===== config.mk =====
export PLATFORM = sky130hd
export DESIGN_NAME = axis_autocal_deadzone_scaler
export DESIGN_NICKNAME = d
export VERILOG_FILES = /design/src/hdl/acdz_pkg.sv /design/src/hdl/axis_autocal_deadzone_scaler.sv /design/src/hdl/acdz_queue.sv /design/src/hdl/acdz_front.sv /design/src/hdl/acdz_back.sv
export SDC_FILE = /design/constraint.sdc
export NUM_CORES = 1
export LEC_CHECK = 0
export BUFFER_PORTS_ARGS = -buffer_cell sky130_fd_sc_hd__buf_2
export CAP_MARGIN = 20
export CORE_MARGIN = 2
export CORE_UTILIZATION = 25
export CTS_CLUSTER_SIZE = 40
export DETAILED_ROUTE_END_ITERATION = 10
export HOLD_SLACK_MARGIN = 0.05
export PLACE_DENSITY_LB_ADDON = 0.05
export SLEW_MARGIN = 20
export SYNTH_ARGS = -nofsm -noshare
export SYNTH_HDL_FRONTEND = slang
export SYNTH_SLANG_ARGS = --single-unit

===== constraint.sdc =====
create_clock -name clk_i -period 26.9 [get_ports clk_i]
set_input_delay 1.345 -clock clk_i [delete_from_list [all_inputs] [get_ports clk_i]]
set_output_delay 1.345 -clock clk_i [all_outputs]
set_load 0.01 [all_outputs]

===== src/hdl/acdz_pkg.sv =====
// ----------------------------------------------------------------------------
// Axis calibration package
// Shared types and constants for the auto-calibrating deadzone scaler.
// ----------------------------------------------------------------------------
package acdz_pkg;

  localparam int unsigned SampleW    = 16;
  localparam int unsigned QuotW      = 15;
  localparam int unsigned CntW       = $clog2(QuotW + 1);
  localparam int unsigned CfgIdxW    = 2;
  localparam int unsigned CfgDataW   = 16;
  localparam int unsigned MaskW      = 3;
  localparam int unsigned QueueDepth = 2;

  localparam logic [SampleW-1:0] UnsetPoint = 16'hFFFF;
  localparam logic [SampleW-1:0] HalfFull   = 16'h7FFF;
  localparam logic [SampleW-1:0] UpperBase  = 16'h8000;

  typedef enum logic [CfgIdxW-1:0] {
    CfgFloatMask  = 2'd0,
    CfgDzMin      = 2'd1,
    CfgDzCenter   = 2'd2,
    CfgDzMax      = 2'd3
  } cfg_reg_e;

  typedef enum logic [1:0] {
    JobFail   = 2'd0,
    JobZero   = 2'd1,
    JobFull   = 2'd2,
    JobDivide = 2'd3
  } job_kind_e;

  typedef enum logic {
    BackIdle = 1'b0,
    BackDiv  = 1'b1
  } back_state_e;

  typedef struct packed {
    job_kind_e          kind;
    logic               upper;
    logic               changed;
    logic [SampleW-1:0] num;
    logic [SampleW-1:0] den;
  } job_t;

endpackage


===== src/hdl/axis_autocal_deadzone_scaler.sv =====
// ----------------------------------------------------------------------------
// Axis auto-calibration with deadzone scaler
// Tracks min, center and max of a raw axis and maps samples onto a 16-bit
// calibrated position with per-point deadzones.
// ----------------------------------------------------------------------------
// Usage:
//   Samples enter on push/full; a sample is taken when push is high and full
//   is low. Results leave on empty/pop; the word on the result ports is taken
//   when pop is high and empty is low.
//   Configuration is written on cfg_valid_i/cfg_ready_o (always ready) with
//   cfg_index_i selecting float mask, min, center or max deadzone; write it
//   only while no sample is in flight.
//   The front updates the calibration points and classifies each sample
//   combinationally and hands it to a job queue of QueueDepth entries.
//   A saturated or failed sample passes from its queue entry into the output
//   register. A sample inside its span runs through the back in order (load,
//   15 restoring divider steps, output); the back takes no new job until that
//   word is in the output register.
//   Reset clears the queue and output register and sets all points unset
//   and the float mask to all ones.
//   When the receiver stalls the result word holds, the back waits, the
//   queue fills and full rises.
// ----------------------------------------------------------------------------
module axis_autocal_deadzone_scaler #(
  parameter int unsigned QueueDepth = acdz_pkg::QueueDepth
) (
  input  logic                          clk_i,
  input  logic                          rst_ni,
  input  logic                          cfg_valid_i,
  output logic                          cfg_ready_o,
  input  logic [acdz_pkg::CfgIdxW-1:0]  cfg_index_i,
  input  logic [acdz_pkg::CfgDataW-1:0] cfg_data_i,
  input  logic                          push,
  output logic                          full,
  input  logic [acdz_pkg::SampleW-1:0]  raw_sample_i,
  output logic                          empty,
  input  logic                          pop,
  output logic [acdz_pkg::SampleW-1:0]  scaled_position_o,
  output logic                          calibrated_o,
  output logic                          calibration_changed_o
);

  acdz_pkg::job_t job_in, job_out;
  logic           accept, job_empty, job_rd;

  assign cfg_ready_o = 1'b1;
  assign accept      = push && !full;

  acdz_front u_front (
    .clk_i        (clk_i),
    .rst_ni       (rst_ni),
    .cfg_valid_i  (cfg_valid_i),
    .cfg_index_i  (acdz_pkg::cfg_reg_e'(cfg_index_i)),
    .cfg_data_i   (cfg_data_i),
    .accept_i     (accept),
    .raw_sample_i (raw_sample_i),
    .job_o        (job_in)
  );

  acdz_queue #(
    .Depth (QueueDepth)
  ) u_queue (
    .clk_i     (clk_i),
    .rst_ni    (rst_ni),
    .wr_en_i   (accept),
    .wr_data_i (job_in),
    .full_o    (full),
    .rd_en_i   (job_rd),
    .rd_data_o (job_out),
    .empty_o   (job_empty)
  );

  acdz_back u_back (
    .clk_i                 (clk_i),
    .rst_ni                (rst_ni),
    .job_i                 (job_out),
    .job_empty_i           (job_empty),
    .job_rd_o              (job_rd),
    .pop_i                 (pop),
    .empty_o               (empty),
    .scaled_position_o     (scaled_position_o),
    .calibrated_o          (calibrated_o),
    .calibration_changed_o (calibration_changed_o)
  );

endmodule


===== src/hdl/acdz_queue.sv =====
// ----------------------------------------------------------------------------
// Job queue
// Small register queue between the classifying front and the dividing back.
// ----------------------------------------------------------------------------
module acdz_queue #(
  parameter int unsigned Depth = acdz_pkg::QueueDepth
) (
  input  logic           clk_i,
  input  logic           rst_ni,
  input  logic           wr_en_i,
  input  acdz_pkg::job_t wr_data_i,
  output logic           full_o,
  input  logic           rd_en_i,
  output acdz_pkg::job_t rd_data_o,
  output logic           empty_o
);

  localparam int unsigned PtrW = $clog2(Depth);
  localparam int unsigned CntW = $clog2(Depth + 1);
  localparam logic [PtrW-1:0] LastPtr = PtrW'(Depth - 1);
  localparam logic [CntW-1:0] FullCnt = CntW'(Depth);

  acdz_pkg::job_t  mem_q [Depth];
  logic [PtrW-1:0] wr_ptr_q, wr_ptr_d;
  logic [PtrW-1:0] rd_ptr_q, rd_ptr_d;
  logic [CntW-1:0] cnt_q, cnt_d;
  logic            do_wr, do_rd;

  assign full_o    = (cnt_q == FullCnt);
  assign empty_o   = (cnt_q == '0);
  assign rd_data_o = mem_q[rd_ptr_q];
  assign do_wr     = wr_en_i && !full_o;
  assign do_rd     = rd_en_i && !empty_o;

  always_comb begin
    wr_ptr_d = wr_ptr_q;
    rd_ptr_d = rd_ptr_q;
    cnt_d    = cnt_q;
    if (do_wr) begin
      wr_ptr_d = (wr_ptr_q == LastPtr) ? '0 : wr_ptr_q + 1'b1;
    end
    if (do_rd) begin
      rd_ptr_d = (rd_ptr_q == LastPtr) ? '0 : rd_ptr_q + 1'b1;
    end
    if (do_wr && !do_rd) begin
      cnt_d = cnt_q + 1'b1;
    end else if (do_rd && !do_wr) begin
      cnt_d = cnt_q - 1'b1;
    end
  end

  always_ff @(posedge clk_i or negedge rst_ni) begin
    if (!rst_ni) begin
      wr_ptr_q <= '0;
      rd_ptr_q <= '0;
      cnt_q    <= '0;
    end else begin
      wr_ptr_q <= wr_ptr_d;
      rd_ptr_q <= rd_ptr_d;
      cnt_q    <= cnt_d;
    end
  end

  always_ff @(posedge clk_i) begin
    if (do_wr) begin
      mem_q[wr_ptr_q] <= wr_data_i;
    end
  end

endmodule


===== src/hdl/acdz_front.sv =====
// ----------------------------------------------------------------------------
// Calibration front
// Holds configuration and calibration points, updates the points per sample
// and classifies the sample into a job for the back.
// ----------------------------------------------------------------------------
module acdz_front (
  input  logic                           clk_i,
  input  logic                           rst_ni,
  input  logic                           cfg_valid_i,
  input  acdz_pkg::cfg_reg_e             cfg_index_i,
  input  logic [acdz_pkg::CfgDataW-1:0]  cfg_data_i,
  input  logic                           accept_i,
  input  logic [acdz_pkg::SampleW-1:0]   raw_sample_i,
  output acdz_pkg::job_t                 job_o
);

  logic [acdz_pkg::MaskW-1:0]   mask_q;
  logic [acdz_pkg::SampleW-1:0] dz_min_q, dz_ctr_q, dz_max_q;
  logic [acdz_pkg::SampleW-1:0] min_q, min_d, ctr_q, ctr_d, max_q, max_d;

  logic               min_set, max_set, moved, ctr_upd, fail, upper;
  logic signed [16:0] diff, half;
  logic signed [17:0] lo, hi, r;
  logic [17:0]        num_w, den_w;

  always_comb begin
    min_set = mask_q[0] && ((raw_sample_i < min_q) || (min_q == acdz_pkg::UnsetPoint));
    max_set = mask_q[2] && ((raw_sample_i > max_q) || (max_q == acdz_pkg::UnsetPoint));
    moved   = min_set || max_set;
    min_d   = min_set ? raw_sample_i : min_q;
    max_d   = max_set ? raw_sample_i : max_q;
    ctr_upd = mask_q[1] && (moved || (ctr_q == acdz_pkg::UnsetPoint));
    diff    = $signed({1'b0, max_d}) - $signed({1'b0, min_d});
    // halve toward zero
    half    = (diff + $signed({16'd0, diff[16]})) >>> 1;
    ctr_d   = ctr_upd ? (min_d + half[15:0]) : ctr_q;
    fail    = (min_d == ctr_d) || (ctr_d == max_d);
    upper   = (raw_sample_i >= ctr_d);
    r       = $signed({2'b00, raw_sample_i});
    if (upper) begin
      lo = $signed({2'b00, ctr_d}) + $signed({2'b00, dz_ctr_q});
      hi = $signed({2'b00, max_d}) - $signed({2'b00, dz_max_q});
    end else begin
      lo = $signed({2'b00, min_d}) + $signed({2'b00, dz_min_q});
      hi = $signed({2'b00, ctr_d}) - $signed({2'b00, dz_ctr_q});
    end
    num_w = 18'(r - lo);
    den_w = 18'(hi - lo);

    job_o.upper   = upper;
    job_o.changed = moved;
    job_o.num     = num_w[15:0];
    job_o.den     = den_w[15:0];
    if (fail) begin
      job_o.kind = acdz_pkg::JobFail;
    end else if (r <= lo) begin
      job_o.kind = acdz_pkg::JobZero;
    end else if (r >= hi) begin
      job_o.kind = acdz_pkg::JobFull;
    end else begin
      job_o.kind = acdz_pkg::JobDivide;
    end
  end

  always_ff @(posedge clk_i or negedge rst_ni) begin
    if (!rst_ni) begin
      mask_q   <= 3'b111;
      dz_min_q <= '0;
      dz_ctr_q <= '0;
      dz_max_q <= '0;
    end else if (cfg_valid_i) begin
      unique case (cfg_index_i)
        acdz_pkg::CfgFloatMask: mask_q   <= cfg_data_i[acdz_pkg::MaskW-1:0];
        acdz_pkg::CfgDzMin:     dz_min_q <= cfg_data_i;
        acdz_pkg::CfgDzCenter:  dz_ctr_q <= cfg_data_i;
        acdz_pkg::CfgDzMax:     dz_max_q <= cfg_data_i;
        default: ;
      endcase
    end
  end

  always_ff @(posedge clk_i or negedge rst_ni) begin
    if (!rst_ni) begin
      min_q <= acdz_pkg::UnsetPoint;
      ctr_q <= acdz_pkg::UnsetPoint;
      max_q <= acdz_pkg::UnsetPoint;
    end else if (accept_i) begin
      min_q <= min_d;
      ctr_q <= ctr_d;
      max_q <= max_d;
    end
  end

endmodule


===== src/hdl/acdz_back.sv =====
// ----------------------------------------------------------------------------
// Scaling back
// Takes jobs from the queue, runs the restoring divider for in-span samples
// and holds the finished word in the output register.
// ----------------------------------------------------------------------------
module acdz_back (
  input  logic                         clk_i,
  input  logic                         rst_ni,
  input  acdz_pkg::job_t               job_i,
  input  logic                         job_empty_i,
  output logic                         job_rd_o,
  input  logic                         pop_i,
  output logic                         empty_o,
  output logic [acdz_pkg::SampleW-1:0] scaled_position_o,
  output logic                         calibrated_o,
  output logic                         calibration_changed_o
);

  localparam int unsigned NumW = acdz_pkg::SampleW + acdz_pkg::QuotW;
  localparam int unsigned AccW = NumW;

  acdz_pkg::back_state_e state_q, state_d;

  logic [AccW-1:0]              acc_q, acc_d;
  logic [acdz_pkg::SampleW-1:0] den_q;
  logic [acdz_pkg::CntW-1:0]    cnt_q, cnt_d;
  logic                         upper_q, changed_q;

  logic                         out_valid_q, out_valid_d;
  logic [acdz_pkg::SampleW-1:0] pos_q, pos_d;
  logic                         cal_q, cal_d, chg_q, chg_d;

  logic            slot_free, load_div, step, load_out;
  logic [NumW-1:0] num_full;
  logic [16:0]     trial;
  logic            ge;
  logic [15:0]     rem_n;

  assign slot_free = !out_valid_q || pop_i;
  assign num_full  = {job_i.num, {acdz_pkg::QuotW{1'b0}}} - NumW'(job_i.num);
  assign trial     = {acc_q[AccW-1:acdz_pkg::QuotW], acc_q[acdz_pkg::QuotW-1]};
  assign ge        = (trial >= {1'b0, den_q});
  assign rem_n     = ge ? 16'(trial - {1'b0, den_q}) : trial[15:0];

  always_comb begin
    state_d = state_q;
    unique case (state_q)
      acdz_pkg::BackIdle: begin
        if (!job_empty_i && (job_i.kind == acdz_pkg::JobDivide)) begin
          state_d = acdz_pkg::BackDiv;
        end
      end
      acdz_pkg::BackDiv: begin
        if ((cnt_q == '0) && slot_free) begin
          state_d = acdz_pkg::BackIdle;
        end
      end
      default: state_d = acdz_pkg::BackIdle;
    endcase
  end

  always_comb begin
    job_rd_o = 1'b0;
    load_div = 1'b0;
    step     = 1'b0;
    load_out = 1'b0;
    pos_d    = pos_q;
    cal_d    = cal_q;
    chg_d    = chg_q;
    unique case (state_q)
      acdz_pkg::BackIdle: begin
        cal_d = 1'b1;
        chg_d = job_i.changed;
        case (job_i.kind)
          acdz_pkg::JobFail: begin
            pos_d = '0;
            cal_d = 1'b0;
          end
          acdz_pkg::JobZero: pos_d = job_i.upper ? acdz_pkg::UpperBase : '0;
          default:           pos_d = acdz_pkg::HalfFull | (job_i.upper ? acdz_pkg::UpperBase : '0);
        endcase
        if (!job_empty_i) begin
          if (job_i.kind == acdz_pkg::JobDivide) begin
            job_rd_o = 1'b1;
            load_div = 1'b1;
          end else if (slot_free) begin
            job_rd_o = 1'b1;
            load_out = 1'b1;
          end
        end
      end
      acdz_pkg::BackDiv: begin
        pos_d = {upper_q, acc_q[acdz_pkg::QuotW-1:0]};
        cal_d = 1'b1;
        chg_d = changed_q;
        if (cnt_q != '0) begin
          step = 1'b1;
        end else if (slot_free) begin
          load_out = 1'b1;
        end
      end
      default: ;
    endcase
  end

  always_comb begin
    acc_d = acc_q;
    cnt_d = cnt_q;
    if (load_div) begin
      acc_d = num_full;
      cnt_d = acdz_pkg::CntW'(acdz_pkg::QuotW);
    end else if (step) begin
      acc_d = {rem_n, acc_q[acdz_pkg::QuotW-2:0], ge};
      cnt_d = cnt_q - 1'b1;
    end
    out_valid_d = load_out ? 1'b1 : (pop_i ? 1'b0 : out_valid_q);
  end

  always_ff @(posedge clk_i or negedge rst_ni) begin
    if (!rst_ni) begin
      state_q     <= acdz_pkg::BackIdle;
      cnt_q       <= '0;
      out_valid_q <= 1'b0;
    end else begin
      state_q     <= state_d;
      cnt_q       <= cnt_d;
      out_valid_q <= out_valid_d;
    end
  end

  always_ff @(posedge clk_i) begin
    acc_q <= acc_d;
    if (load_div) begin
      den_q     <= job_i.den;
      upper_q   <= job_i.upper;
      changed_q <= job_i.changed;
    end
    if (load_out) begin
      pos_q <= pos_d;
      cal_q <= cal_d;
      chg_q <= chg_d;
    end
  end

  assign empty_o               = !out_valid_q;
  assign scaled_position_o     = pos_q;
  assign calibrated_o          = cal_q;
  assign calibration_changed_o = chg_q;

endmodule


==> reports/qor.txt <==
Gr usage total -> 17.7%
Longest Clk Path Bufs -> 3
Worst-path maximum fanout -> 54
Biggest regs -> u_queue.mem_q: 72 flops, u_back.acc_q: 31 flops
CP startpoint kind -> primary input
Routed Antenna Nets -> 0
Maximum clock rate -> 71.9 MHz
Mapped Area -> 20,100 um^2
RSZ-0062 raised after global routing -> false
Area of the multi-input gates -> 12,100 um^2
Port Buffers -> 58
# nets final -> 2,471
Core Region -> 79,300 um^2
Yosys top cell area share -> 20.8%
Hold depth -> 2
Post-DP HPWL -> 57,500 um
Post-synth EDFFs -> 139
Synth Area per Inst -> 9.36 um^2
Max reg flops -> 72
WL per Instance -> 22.3 um
Commonest cells post-synth -> ha_1, inv_1, nand2_1
Chip Height -> 287 um
Critical path arrival -> 14.20 ns
Rel. slew slack -> 29.6%
Die W -> 287 um
Finished Layout Cells -> 3,286
Antenna violations before repair -> 1
Clock latency on the worst-skew pair -> 0.56 ns
Critical R2R Launch -> u_front.min_q[1]
Synthesized flop and latch total -> 248
CTS tree -> done
Reg2reg end -> u_queue.mem_q[0][30]
Post-CTS setup buffer count -> 0
Slew Viols, Final -> 0
DRC -> 0
Synth-to-Final Area Change -> 13.5%
Crit-path slowest cell -> mux2i_1
Clk sink count -> 248
Synth Instances -> 2,142
Layout cell share with drive strength beyond 1 -> 14.5%
Most common cell in the synthesized netlist -> ha_1
Core Rows -> 103
Vias per inst -> 4.86
Post-CTS Hold Buffers -> 0
Final hold vios -> 0
H-Tree Level Count -> 2
Post-synthesis sequential area ratio -> 34.7%
Setup TNS -> 0 ns
Gr ovfl total -> 0
Fill cell count -> 8,383
Placer Congestion -> 0.851
Ports -> 60
Critical path's largest stage delay -> 0.70 ns
Ys async rst share -> 44.0%
Largest net degree at the start of global routing -> 79
Final WL -> 73,300 um
Global-route wire length before repair -> 107,000 um
Routed via count -> 15,980
CTS clock-pin slew for the worst setup and hold paths -> 0.05 ns
Min cycle time layout -> 13.92 ns
Worst Min Path Start -> u_front.max_q[15]
Final Cycle Share -> 51.7%
Starting Density -> 25.3%
Area contributors post-synth -> edfxtp_1, ha_1, dfrtp_1
Placed instance count -> 3,225
Flip-flop and latch area -> 6970 um^2
Clock root cell -> clkbuf_16
Syn_nets -> 2,401
Top FF cell, synth -> edfxtp_1
Status -> finished, final reports clean
Syn. warnings -> 0
Die area -> 82,500 um^2
Vias in the first global route -> 15,915
Worst Tran Pin Value -> 1.05 ns
Setup crit end kind -> register
Crit path top cell by count -> o21ai_0
Detailed Routing Iterations Pass 1 -> 5
Final Worst Setup Slack -> 12.98 ns
WP data required -> 27.18 ns
R2r worst-path depth -> 52
Hold slack final -> 0.491 ns
Max_cap viols -> 0
Reg with most FFs -> u_queue.mem_q
Worst Hold End -> u_front.max_q[15]
Synth cell types -> 96
Area leader, netlist -> edfxtp_1
Post-CTS resize count -> 0
Clock skew -> 0.0272 ns
Hold crit path type -> register to register
Worst reg2reg setup slack -> 13.50 ns
DR iter-0 viols -> 999
Setup WS pre-CTS -> 12.39 ns
CTS Buf Count -> 35
Setup violators final -> 0
Critical Setup Path Class -> primary input to register
==> placed cells by master (no fill, tap or decap), types with 16 or more instances in the layout <==
| cell | n |
|---|---|
| and3_1 | 26 |
| nor3_1 | 42 |
| nor2b_1 | 33 |
| o21ai_0 | 145 |
| buf_2 | 57 |
| a21oi_1 | 110 |
| a21o_1 | 48 |
| dfrtp_1 | 57 |
| buf_4 | 34 |
| nand2b_1 | 20 |
| dfstp_2 | 51 |
| ha_1 | 211 |
| nand4_1 | 27 |
| nand2_1 | 184 |
| mux2_2 | 86 |
| nand3_1 | 42 |
| xnor2_1 | 119 |
| clkbuf_16 | 35 |
| o21a_1 | 26 |
| edfxtp_1 | 139 |
| inv_1 | 196 |
| nor2_1 | 140 |
| a31oi_1 | 17 |
| or3_1 | 18 |
| o211ai_1 | 16 |
| mux2i_1 | 46 |
| xor2_1 | 56 |
==> final cells by class <==
class / instances / share of cell area, %
antenna: 1 / 0.0110
clock buffer: 41 / 4.03
clock inverter: 19 / 0.687
inverter: 196 / 3.23
multi-input combinational: 1640 / 53.3
sequential: 248 / 30.6
tap: 1050 / 5.77
timing repair buffer: 91 / 2.37
==> metrics by stage <==
stage | cell area (um^2) | util, %
global route | 22800 | 28.7
floorplan | 20100 | -
finish | 22800 | 28.7
detailed placement | 21700 | 27.4
global placement | 21700 | 27.4
CTS | 22800 | 28.7
==> cells by family after synthesis <==
kind of cell	Yosys count	share of synthesized area (%)
flip-flops	248	34.7
AND/OR/NAND/NOR	591	14.0
adder cells (fa/ha/maj)	220	14.1
AO/OA/AOI/OAI	516	17.0
XOR/XNOR	176	7.76
multiplexers	136	7.40
other	1	0.0187
buffers and inverters	254	4.96
==> critical path: cells and delay by family <==
kind | cells | cell delay, ns
simple gates | 9 | 1.35
buf+inv | 4 | 1.43
fa+ha+maj | 6 | 2.02
mux | 3 | 1.29
compound gates | 28 | 5.99
xor+xnor | 2 | 0.70
==> worst max-delay path by stage <==
stage                     from              endpoint  slack [ns]
6_report       raw_sample_i[1]  u_queue.mem_q[0][30]       12.98
5_1_grt        raw_sample_i[1]  u_queue.mem_q[0][30]       11.90
3_5_place_dp   raw_sample_i[1]  u_queue.mem_q[0][30]       12.39
3_3_place_gp   raw_sample_i[1]  u_queue.mem_q[0][30]       12.44
2_1_floorplan  raw_sample_i[5]  u_queue.mem_q[0][14]       14.92
4_1_cts        raw_sample_i[1]  u_queue.mem_q[1][30]       12.93
==> per-layer routing <==
metal,track usage [%],vias up,wire length [um]
li1,-,7856,-
met1,24.6,7702,35300
met2,27.7,323,32400
met4,6.24,0,2530
met5,0,-,0
met3,2.64,99,3090
Power is left out: the tool's default activity adds up to more than one toggle a clock period on the data nets, which glitch-free logic cannot reach.
